[config.mk]
export PLATFORM = sky130hd
export DESIGN_NAME = humidity_frame_crc_decoder_core_flat
export DESIGN_NICKNAME = d
export VERILOG_FILES = /design/src/rtl/hfcd_pkg.sv /design/src/rtl/hfcd_in_if.sv /design/src/rtl/hfcd_out_if.sv /design/src/rtl/humidity_frame_crc_decoder_core.sv /design/src/flat_wrapper.sv
export SDC_FILE = /design/constraint.sdc
export NUM_CORES = 1
export LEC_CHECK = 0
export ABC_CLOCK_PERIOD_IN_PS = 5600
export BUFFER_PORTS_ARGS = -buffer_cell sky130_fd_sc_hd__buf_2
export CAP_MARGIN = 40
export CORE_ASPECT_RATIO = 1.4
export CORE_MARGIN = 8
export CORE_UTILIZATION = 49
export CTS_CLUSTER_DIAMETER = 200
export DETAILED_ROUTE_END_ITERATION = 10
export GPL_ROUTABILITY_DRIVEN = 0
export PLACE_DENSITY = 0.66
export RECOVER_POWER = 50
export SYNTH_ARGS = -nofsm -noshare
export SYNTH_HDL_FRONTEND = slang
export SYNTH_SLANG_ARGS = --single-unit
export TNS_END_PERCENT = 1
[constraint.sdc]
create_clock -name clk -period 5.6 [get_ports clk]
set_input_delay 0.84 -clock clk [delete_from_list [all_inputs] [get_ports clk]]
set_output_delay 0.84 -clock clk [all_outputs]
set_load 0.01 [all_outputs]
[src/rtl/hfcd_pkg.sv]
// hfcd_pkg: shared types, constants and the crc-8 step for the humidity frame decoder
// depends on nothing; used by the result channel interface, the core and the bench
package hfcd_pkg;

    localparam logic [7:0] CRC_POLY = 8'h31;
    localparam logic [7:0] CRC_INIT = 8'hFF;

    // frame positions
    localparam logic [2:0] POS_TEMP_HI  = 3'd0;
    localparam logic [2:0] POS_TEMP_LO  = 3'd1;
    localparam logic [2:0] POS_TEMP_CRC = 3'd2;
    localparam logic [2:0] POS_HUM_HI   = 3'd3;
    localparam logic [2:0] POS_HUM_LO   = 3'd4;
    localparam logic [2:0] POS_HUM_CRC  = 3'd5;

    // scaling, span over the full 16-bit raw range
    localparam logic [14:0] TEMP_SPAN   = 15'd17500;
    localparam logic [14:0] TEMP_OFFSET = 15'd4500;
    localparam logic [13:0] HUM_SPAN    = 14'd10000;

    typedef enum logic [1:0] {
        STAT_OK       = 2'd0,
        STAT_TEMP_BAD = 2'd1,
        STAT_HUM_BAD  = 2'd2
    } status_t;

    // one byte through the crc-8, msb first
    function automatic logic [7:0] crc8_feed(input logic [7:0] acc, input logic [7:0] b);
        logic [7:0] c;
        c = acc ^ b;
        for (int k = 0; k < 8; k++)
        begin
            if (c[7])
            begin
                c = {c[6:0], 1'b0} ^ CRC_POLY;
            end
            else
            begin
                c = {c[6:0], 1'b0};
            end
        end
        return c;
    endfunction

endpackage

[src/rtl/hfcd_in_if.sv]
// hfcd_in_if: byte channel into the decoder, valid/ready handshake
// depends on nothing
interface hfcd_in_if;
    logic       valid;
    logic       ready;
    logic [7:0] frame_byte;
    logic       first;

    modport source (output valid, output frame_byte, output first, input ready);
    modport sink   (input valid, input frame_byte, input first, output ready);
endinterface

[src/rtl/hfcd_out_if.sv]
// hfcd_out_if: result channel out of the decoder, valid/ready handshake
// depends on hfcd_pkg for the status type
interface hfcd_out_if;
    import hfcd_pkg::*;

    logic               valid;
    logic               ready;
    logic signed [14:0] temp_centi;
    logic [13:0]        hum_centi;
    logic [15:0]        temp_raw;
    logic [15:0]        hum_raw;
    status_t            status;

    modport source (output valid, output temp_centi, output hum_centi, output temp_raw,
                    output hum_raw, output status, input ready);
    modport sink   (input valid, input temp_centi, input hum_centi, input temp_raw,
                    input hum_raw, input status, output ready);
endinterface

[src/rtl/humidity_frame_crc_decoder_core.sv]
// humidity_frame_crc_decoder_core: six-byte sensor frame decoder with crc-8 checks and scaling
// depends on hfcd_pkg, hfcd_in_if and hfcd_out_if
//
// usage
//   frame  : byte items in bus order: temp hi, temp lo, temp crc, hum hi, hum lo, hum crc;
//            first = 1 restarts the frame at the temperature high byte
//   result : one item per completed frame with raw words, scaled readings and status;
//            status reports a temperature crc mismatch ahead of a humidity one
// timing
//   one byte item is accepted per cycle while frame.ready is high; the crc-8 is folded in a whole byte at a time
//   after the sixth byte is accepted the result passes a frame register,
//   a register after the constant multipliers, then the output register where the
//   divide by 65535 is done as an add and shift
// reset
//   rst_n clears the frame position, crc (to 0xFF), words and all valid flags
// stall
//   while result.ready is low the pipeline fills and holds; frame.ready drops only once
//   every stage holds a result, and no item is lost or repeated
module humidity_frame_crc_decoder_core (
    input  logic       clk,
    input  logic       rst_n,
    hfcd_in_if.sink    frame,
    hfcd_out_if.source result
);
    import hfcd_pkg::*;

    // frame state
    logic [2:0]  pos_reg, pos_next;
    logic [7:0]  crc_reg, crc_next;
    logic [15:0] temp_word_reg, temp_word_next;
    logic [15:0] hum_word_reg, hum_word_next;
    logic        temp_bad_reg, temp_bad_next;

    // frame register: a completed frame waiting for the multipliers
    logic        fr_valid_reg;
    logic [15:0] fr_temp_reg, fr_hum_reg;
    status_t     fr_status_reg;

    // product register
    logic        pr_valid_reg;
    logic [30:0] pr_temp_reg;
    logic [29:0] pr_hum_reg;
    logic [15:0] pr_temp_raw_reg, pr_hum_raw_reg;
    status_t     pr_status_reg;

    // output register
    logic               out_valid_reg;
    logic signed [14:0] out_temp_reg;
    logic [13:0]        out_hum_reg;
    logic [15:0]        out_temp_raw_reg, out_hum_raw_reg;
    status_t            out_status_reg;

    logic        out_free, pr_free, fr_free;
    logic        accept;
    logic [2:0]  pos_eff;
    logic        frame_done;
    status_t     status_now;
    logic [31:0] t_sum;
    logic [30:0] h_sum;
    logic [14:0] t_q;
    logic [13:0] h_q;

    // each stage moves on when the one after it is empty or draining
    assign out_free = !out_valid_reg || result.ready;
    assign pr_free  = !pr_valid_reg || out_free;
    assign fr_free  = !fr_valid_reg || pr_free;

    assign frame.ready = fr_free;
    assign accept      = frame.valid && frame.ready;

    // a restart, or an unreachable position, takes the byte as the first one
    assign pos_eff = (frame.first || pos_reg > POS_HUM_CRC) ? POS_TEMP_HI : pos_reg;

    always_comb
    begin
        crc_next       = crc_reg;
        temp_word_next = temp_word_reg;
        hum_word_next  = hum_word_reg;
        temp_bad_next  = temp_bad_reg;
        pos_next       = pos_eff + 3'd1;
        frame_done     = 1'b0;
        unique case (pos_eff)
            POS_TEMP_HI:
            begin
                crc_next       = crc8_feed(CRC_INIT, frame.frame_byte);
                temp_word_next = {frame.frame_byte, temp_word_reg[7:0]};
            end
            POS_TEMP_LO:
            begin
                crc_next       = crc8_feed(crc_reg, frame.frame_byte);
                temp_word_next = {temp_word_reg[15:8], frame.frame_byte};
            end
            POS_TEMP_CRC:
            begin
                temp_bad_next = (crc_reg != frame.frame_byte);
                crc_next      = CRC_INIT;
            end
            POS_HUM_HI:
            begin
                crc_next      = crc8_feed(CRC_INIT, frame.frame_byte);
                hum_word_next = {frame.frame_byte, hum_word_reg[7:0]};
            end
            POS_HUM_LO:
            begin
                crc_next      = crc8_feed(crc_reg, frame.frame_byte);
                hum_word_next = {hum_word_reg[15:8], frame.frame_byte};
            end
            default:
            begin
                // humidity crc byte closes the frame
                pos_next   = POS_TEMP_HI;
                crc_next   = CRC_INIT;
                frame_done = 1'b1;
            end
        endcase
    end

    // temperature check wins over humidity
    always_comb
    begin
        priority if (temp_bad_reg)
        begin
            status_now = STAT_TEMP_BAD;
        end
        else if (crc_reg != frame.frame_byte)
        begin
            status_now = STAT_HUM_BAD;
        end
        else
        begin
            status_now = STAT_OK;
        end
    end

    always_ff @(posedge clk or negedge rst_n)
    begin
        if (!rst_n)
        begin
            pos_reg       <= POS_TEMP_HI;
            crc_reg       <= CRC_INIT;
            temp_word_reg <= '0;
            hum_word_reg  <= '0;
            temp_bad_reg  <= 1'b0;
        end
        else if (accept)
        begin
            pos_reg       <= pos_next;
            crc_reg       <= crc_next;
            temp_word_reg <= temp_word_next;
            hum_word_reg  <= hum_word_next;
            temp_bad_reg  <= temp_bad_next;
        end
    end

    // frame register
    always_ff @(posedge clk or negedge rst_n)
    begin
        if (!rst_n)
        begin
            fr_valid_reg <= 1'b0;
        end
        else if (fr_free)
        begin
            fr_valid_reg <= accept && frame_done;
        end
    end

    always_ff @(posedge clk)
    begin
        if (accept && frame_done)
        begin
            fr_temp_reg   <= temp_word_reg;
            fr_hum_reg    <= hum_word_reg;
            fr_status_reg <= status_now;
        end
    end

    // constant multipliers
    always_ff @(posedge clk or negedge rst_n)
    begin
        if (!rst_n)
        begin
            pr_valid_reg <= 1'b0;
        end
        else if (pr_free)
        begin
            pr_valid_reg <= fr_valid_reg;
        end
    end

    always_ff @(posedge clk)
    begin
        if (pr_free && fr_valid_reg)
        begin
            pr_temp_reg     <= {16'd0, TEMP_SPAN} * {15'd0, fr_temp_reg};
            pr_hum_reg      <= {16'd0, HUM_SPAN} * {14'd0, fr_hum_reg};
            pr_temp_raw_reg <= fr_temp_reg;
            pr_hum_raw_reg  <= fr_hum_reg;
            pr_status_reg   <= fr_status_reg;
        end
    end

    // floor(x / 65535) = (x + (x >> 16) + 1) >> 16 for x below 65535 squared
    assign t_sum = 32'(pr_temp_reg) + 32'(pr_temp_reg >> 16) + 32'd1;
    assign h_sum = 31'(pr_hum_reg) + 31'(pr_hum_reg >> 16) + 31'd1;
    assign t_q   = t_sum[30:16];
    assign h_q   = h_sum[29:16];

    // output register
    always_ff @(posedge clk or negedge rst_n)
    begin
        if (!rst_n)
        begin
            out_valid_reg <= 1'b0;
        end
        else if (out_free)
        begin
            out_valid_reg <= pr_valid_reg;
        end
    end

    always_ff @(posedge clk)
    begin
        if (out_free && pr_valid_reg)
        begin
            out_temp_reg     <= $signed(t_q - TEMP_OFFSET);
            out_hum_reg      <= h_q;
            out_temp_raw_reg <= pr_temp_raw_reg;
            out_hum_raw_reg  <= pr_hum_raw_reg;
            out_status_reg   <= pr_status_reg;
        end
    end

    assign result.valid      = out_valid_reg;
    assign result.temp_centi = out_temp_reg;
    assign result.hum_centi  = out_hum_reg;
    assign result.temp_raw   = out_temp_raw_reg;
    assign result.hum_raw    = out_hum_raw_reg;
    assign result.status     = out_status_reg;

    // checks
    a_pos_range: assert property (@(posedge clk) disable iff (!rst_n)
        pos_reg <= POS_HUM_CRC)
        else $error("frame position out of range");

    a_restart: assert property (@(posedge clk) disable iff (!rst_n)
        (accept && frame.first) |=> (pos_reg == POS_TEMP_LO))
        else $error("restart did not move to second byte");

    a_hum_range: assert property (@(posedge clk) disable iff (!rst_n)
        out_valid_reg |-> (out_hum_reg <= HUM_SPAN))
        else $error("humidity above full scale");

    a_temp_range: assert property (@(posedge clk) disable iff (!rst_n)
        out_valid_reg |-> (out_temp_reg >= -15'sd4500 && out_temp_reg <= 15'sd13000))
        else $error("temperature out of range");

    a_frame_load: assert property (@(posedge clk) disable iff (!rst_n)
        (fr_free && !(accept && frame_done)) |=> !fr_valid_reg)
        else $error("frame register loaded without a closing byte");
endmodule

[src/flat_wrapper.sv]
// flat-port wrapper written by rule: the top's interface ports become plain ports
module humidity_frame_crc_decoder_core_flat import hfcd_pkg::*;
  (clk, rst_n, frame_valid, frame_frame_byte, frame_first, frame_ready, result_valid, result_temp_centi, result_hum_centi, result_temp_raw, result_hum_raw, result_status, result_ready);
  hfcd_in_if frame_i ();
  hfcd_out_if result_i ();
  input  logic clk;
  input  logic rst_n;
  input wire logic [$bits(frame_i.valid)-1:0] frame_valid;
  input wire logic [$bits(frame_i.frame_byte)-1:0] frame_frame_byte;
  input wire logic [$bits(frame_i.first)-1:0] frame_first;
  output wire logic [$bits(frame_i.ready)-1:0] frame_ready;
  output wire logic [$bits(result_i.valid)-1:0] result_valid;
  output wire logic [$bits(result_i.temp_centi)-1:0] result_temp_centi;
  output wire logic [$bits(result_i.hum_centi)-1:0] result_hum_centi;
  output wire logic [$bits(result_i.temp_raw)-1:0] result_temp_raw;
  output wire logic [$bits(result_i.hum_raw)-1:0] result_hum_raw;
  output wire logic [$bits(result_i.status)-1:0] result_status;
  input wire logic [$bits(result_i.ready)-1:0] result_ready;
  assign frame_i.valid = frame_valid;
  assign frame_i.frame_byte = frame_frame_byte;
  assign frame_i.first = frame_first;
  assign frame_ready = frame_i.ready;
  assign result_valid = result_i.valid;
  assign result_temp_centi = result_i.temp_centi;
  assign result_hum_centi = result_i.hum_centi;
  assign result_temp_raw = result_i.temp_raw;
  assign result_hum_raw = result_i.hum_raw;
  assign result_status = result_i.status;
  assign result_i.ready = result_ready;
  humidity_frame_crc_decoder_core u_core (.clk(clk), .rst_n(rst_n), .frame(frame_i), .result(result_i));
endmodule
# After elaboration in Yosys (flattened, before gate mapping)
# Index checks and enable logic that the tools add are counted.
# totals
wordCells	156
input_bits	13
register_bits	233
output_inout_bits	65
# op_classes
addsub	6
n_eq_ne	5
reduce_logical	18
mul	2
order_cmp	1
bitwise_logic	36
muxes	65
# op_table
cell	count
2-to-1 mux 8 bit	28
2-to-1 mux 6 bit	30
inverter 3 bit	30
one-hot mux 16 bit (2 select lines)	2
one-hot mux 8 bit (4 select lines)	1
adder 31 x 1 -> 31 bit, second input constant	1
adder 31 x 15 -> 31 bit	1
adder 30 x 1 -> 30 bit, second input constant	1
adder 30 x 14 -> 30 bit	1
multiplier 13 x 16 -> 29 bit, first input constant	1
multiplier 10 x 16 -> 26 bit, first input constant	1
subtractor 15 x 13 -> 15 bit, second input constant	1
AND reduction 3 bit	4
inequality test 8 bit	1
inverter 8 bit	1
bitwise XOR 8 bit	1
== test 3 x 2 -> 1 bit, second input constant	2
2-to-1 mux 3 bit	2
OR reduction 5 bit	1
logical AND 1 bit	4
logical OR 1 bit	4
inverter 1 bit	4
adder 3 x 1 -> 3 bit, second input constant	1
== test 3 x 1 -> 1 bit, second input constant	1
other kinds (7)	9

# Longest topological paths before layout
# depth
depth_word	26
depth_mapped	20
ltp_nobuf	20

# Least setup slack after synthesis
# Ideal clock, no wire load.
# synth_timing
path_kind	input to register
startpoint	in frame_first
endpoint	reg u_core.fr_hum_reg[0] (enable)
arrival_time_ps	4299
setup_time_ps	477
n_path_buf	0
required_ps	5123
path_slack_ps	823
path_stages	6
path_cell_list	a211oi_1 -> inv_1 -> ha_1 -> nor2_1 -> nor2_1 -> nor3_1
# synth_between
elab_chain_len	6
word_cells_on_any_way	10
classes_between	eq/ne (4); mux (2); reduce/logical (4)
# synth_rtl
item	line	text
start: declaration	flat_wrapper.sv:10	input wire logic [$bits(frame_i.first)-1:0] frame_first;
logical OR 1 bit (*)	humidity_frame_crc_decoder_core.sv:72	assign pos_eff = (frame.first || pos_reg > POS_HUM_CRC) ? POS_TEMP_HI : pos_reg;
2-to-1 mux 3 bit (*)	humidity_frame_crc_decoder_core.sv:72	
== test 3 x 1 -> 1 bit, or another cell as far along	humidity_frame_crc_decoder_core.sv:82	unique case (pos_eff)
OR reduction 5 bit (no source line) (*)	--	
2-to-1 mux 1 bit (*)	humidity_frame_crc_decoder_core.sv:82	
logical AND 1 bit (*)	humidity_frame_crc_decoder_core.sv:170	if (accept && frame_done)
end signal: assignment	humidity_frame_crc_decoder_core.sv:173	fr_hum_reg <= hum_word_reg;
end: declaration	humidity_frame_crc_decoder_core.sv:36	logic [15:0] fr_temp_reg, fr_hum_reg;
# Mark *: on every way between the ends. The rest lies on a longest branch, timed or not.
# A chain may end at the register's enable or synchronous reset.

# Final worst setup path
# layout_timing
startpoint	reg u_core.fr_hum_reg[5]
endpoint	reg u_core.pr_hum_reg[29] (data pin)
# layout_between
elab_chain_len	1
# layout_rtl
item	line	text
multiplier 10 x 16 -> 26 bit	humidity_frame_crc_decoder_core.sv:196	pr_hum_reg <= {16'd0, HUM_SPAN} * {14'd0, fr_hum_reg};
end signal: assignment	humidity_frame_crc_decoder_core.sv:196	
end: declaration	humidity_frame_crc_decoder_core.sv:42	logic [29:0] pr_hum_reg;
# No other way between the ends.

==> results.yml <==
cts:
  cts_max_level: 1
  path_clk_slew_ps: 70
  worstSkewPairLatency_ps: 530
  cts_resized: 0
  cts_tree: "done"
  cts_buffers: 23
  post_cts_buffers: 0
  root_buffer: "clkbuf_16"
  cts.sinks: 228
  cts_hold_buffers: 0
  cts_buffer_depth: 3
grt:
  gr-total-overflow: 0
  grt_pass1_vias: 9581
  grt_max_degree: 44
  antenna_found_initial: 0
  grt_usage_pct: 15.8
  grt_pass1_wl_mm: 46.5
placement:
  dpl.hpwl_mm: 21.8
  numPortBuffers: 77
logic_synthesis:
  syn-num-nets: 1503
  synthDistinctLibCells: 61
  yosysTopAreaCell: "edfxtp_1"
  ys_seq_area_share_pct: 44.7
  synth_top_area_share_pct: 36.7
  synth-main-ff-cell: "edfxtp_1"
  ys_async_sr_fraction_pct: 20.6
  synthTopCellsByArea: "edfxtp_1 37%, ha_1 17%, fa_1 11%"
  synthCells: 1213
  synth-edff-count: 181
  synth-seq-cells: 228
  yosys_warnings: 0
  synthesis.area_um2: 14800
  avgSynthCellArea_um2: 12.2
floorplanning:
  die_y_um: 222
  start_util_pct: 49.6
  dieWidth_um: 163
  design.core.area_um2: 29800
  num_rows: 75
  die_area_um2: 36100
  pin_count: 78
critical_path:
  critPathLaunchType: "flip-flop"
  cp-end-kind: "flip-flop"
  critical_path_class: "reg -> reg"
  cp_max_fo: 4
  required_ps: 5870
  cp.arrival_ps: 5370
timing:
  post-route-period-util_pct: 91.1
  setup_viol: 0
  finalMaxSlewViolations: 110
  setup_tns_ps: 0
  final_hold_viol_count: 0
  grt_setup_unrepaired: "false"
  tightest_slew_ps: 2880
  max_freq_mhz: 196
  skew_ps: 13.8
  fin_crit_ps: 5100
  slew_headroom_pct: -92.4
status:
  status: "finished with violations"
  violations: "max-capacitance violations, max-slew violations"
final_layout:
  syn2layout_area_growth_pct: 11.5
  final_cell_mix: "215 x inv_1, 197 x ha_1, 181 x edfxtp_1"
  n_antenna_cell: 0
  layout.nets: 1602
  final_common_cell: "inv_1"
  largest_reg_flops: 28
  drive_above_1_share_pct: 12.7
detailed_routing:
  vias: 8890
  drtIter0Drc: 427
  routed_wl_mm: 28.0
  drc: 0
  avgRoutedWirePerCell_um: 16.3
  drtPass1Iterations: 5
  ant_nets: 0
  avgViaCountPerCell: 5.19
hold_path:
  hp-class: "reg -> reg"
job:
  max_cap_violations: 3
[area by class of cell]
cell class | instances | area (µm²)
multi-input cells | 760 | 7350
fillers | 2578 | 13300
clock inverters | 13 | 163
well taps | 385 | 482
flip-flops and latches | 228 | 6620
repair buffers | 84 | 440
clock buffers | 29 | 648
inverters | 215 | 807
[worst max-delay path: stages (launching register included)]
cell      delay [ps]
edfxtp_1         460
inv_1            170
fa_1             530
inv_1             50
ha_1             260
inv_1             50
fa_1             520
inv_1             40
ha_1             270
inv_1             50
fa_1             490
inv_1             40
ha_1             340
nor3_1           180
nor2_1            90
a21oi_1          320
o311a_1          220
nor3_1            60
a41o_1           250
o41ai_1          340
xnor2_1          110
[routing by layer]
metal	up-vias	part of all wire (%)	wire (µm)	global-route usage, %
li1	4400	-	-	-
met1	4284	42	11900	18.5
met2	162	51	14300	28.8
met3	44	3.9	1080	2.23
met4	0	2.5	704	5.28
met5	-	0	0	0
[cells in the mapped netlist (7+ instances only)]
cell        n
and3_1     16
xnor2_1    72
nor2_1     37
ha_1      197
nor3_1     14
nand2_1    43
inv_1     215
a21o_1     17
o221ai_1    7
nand4_1     7
a31oi_1     7
clkbuf_1   10
nand2b_1    9
dfstp_2     8
a21oi_1    56
o21a_1     12
nand3_1    20
o21ai_0    27
xor2_1     27
dfrtp_1    39
edfxtp_1  181
mux2_2     32
fa_1       80
[path summary, 6_finish.rpt]
check                                               start                   endpoint  slack, ps  cells past startpoint
worst min register to register  u_core.pr_temp_raw_reg[1]  u_core.result.temp_raw[1]        420                      0
max in group asynchronous                           rst_n          u_core.pos_reg[0]       3170                      2
worst max register to register       u_core.fr_hum_reg[5]      u_core.pr_hum_reg[29]        500                     20
worst min-delay path            u_core.pr_temp_raw_reg[1]  u_core.result.temp_raw[1]        420                      0
min in group asynchronous                           rst_n    u_core.hum_word_reg[12]        540                      1
worst max-delay path                 u_core.fr_hum_reg[5]      u_core.pr_hum_reg[29]        500                     20
[cells by family (layout without fill, tap and decap cells)]
| kind of cell | after synthesis | in the layout | share of synthesized area (%) |
|---|---|---|---|
| AOI/OAI and AO/OA | 175 | 175 | 7.81 |
| xor gates and xnor gates | 99 | 99 | 5.85 |
| adders and majority gates | 278 | 278 | 27.5 |
| buffers and inverters | 225 | 341 | 5.70 |
| DFF | 228 | 228 | 44.7 |
| muxes | 32 | 32 | 2.43 |
| and+or+nand+nor | 176 | 176 | 5.98 |
[stage by stage]
stage	instance area (µm²)	setup slack, ps	hold WS [ps]	cells	util, %
floorplan	14800	823	400	1213	-
detailed placement	15700	517	405	1672	52.8
CTS	16600	519	278	1714	55.5
global route	16500	195	422	1714	55.3
finish	16500	499	416	1714	55.3
global placement	15700	602	403	1669	52.6
Power is left out: the tool's default activity adds up to more than one toggle a clock period on the data nets, which glitch-free logic cannot reach.
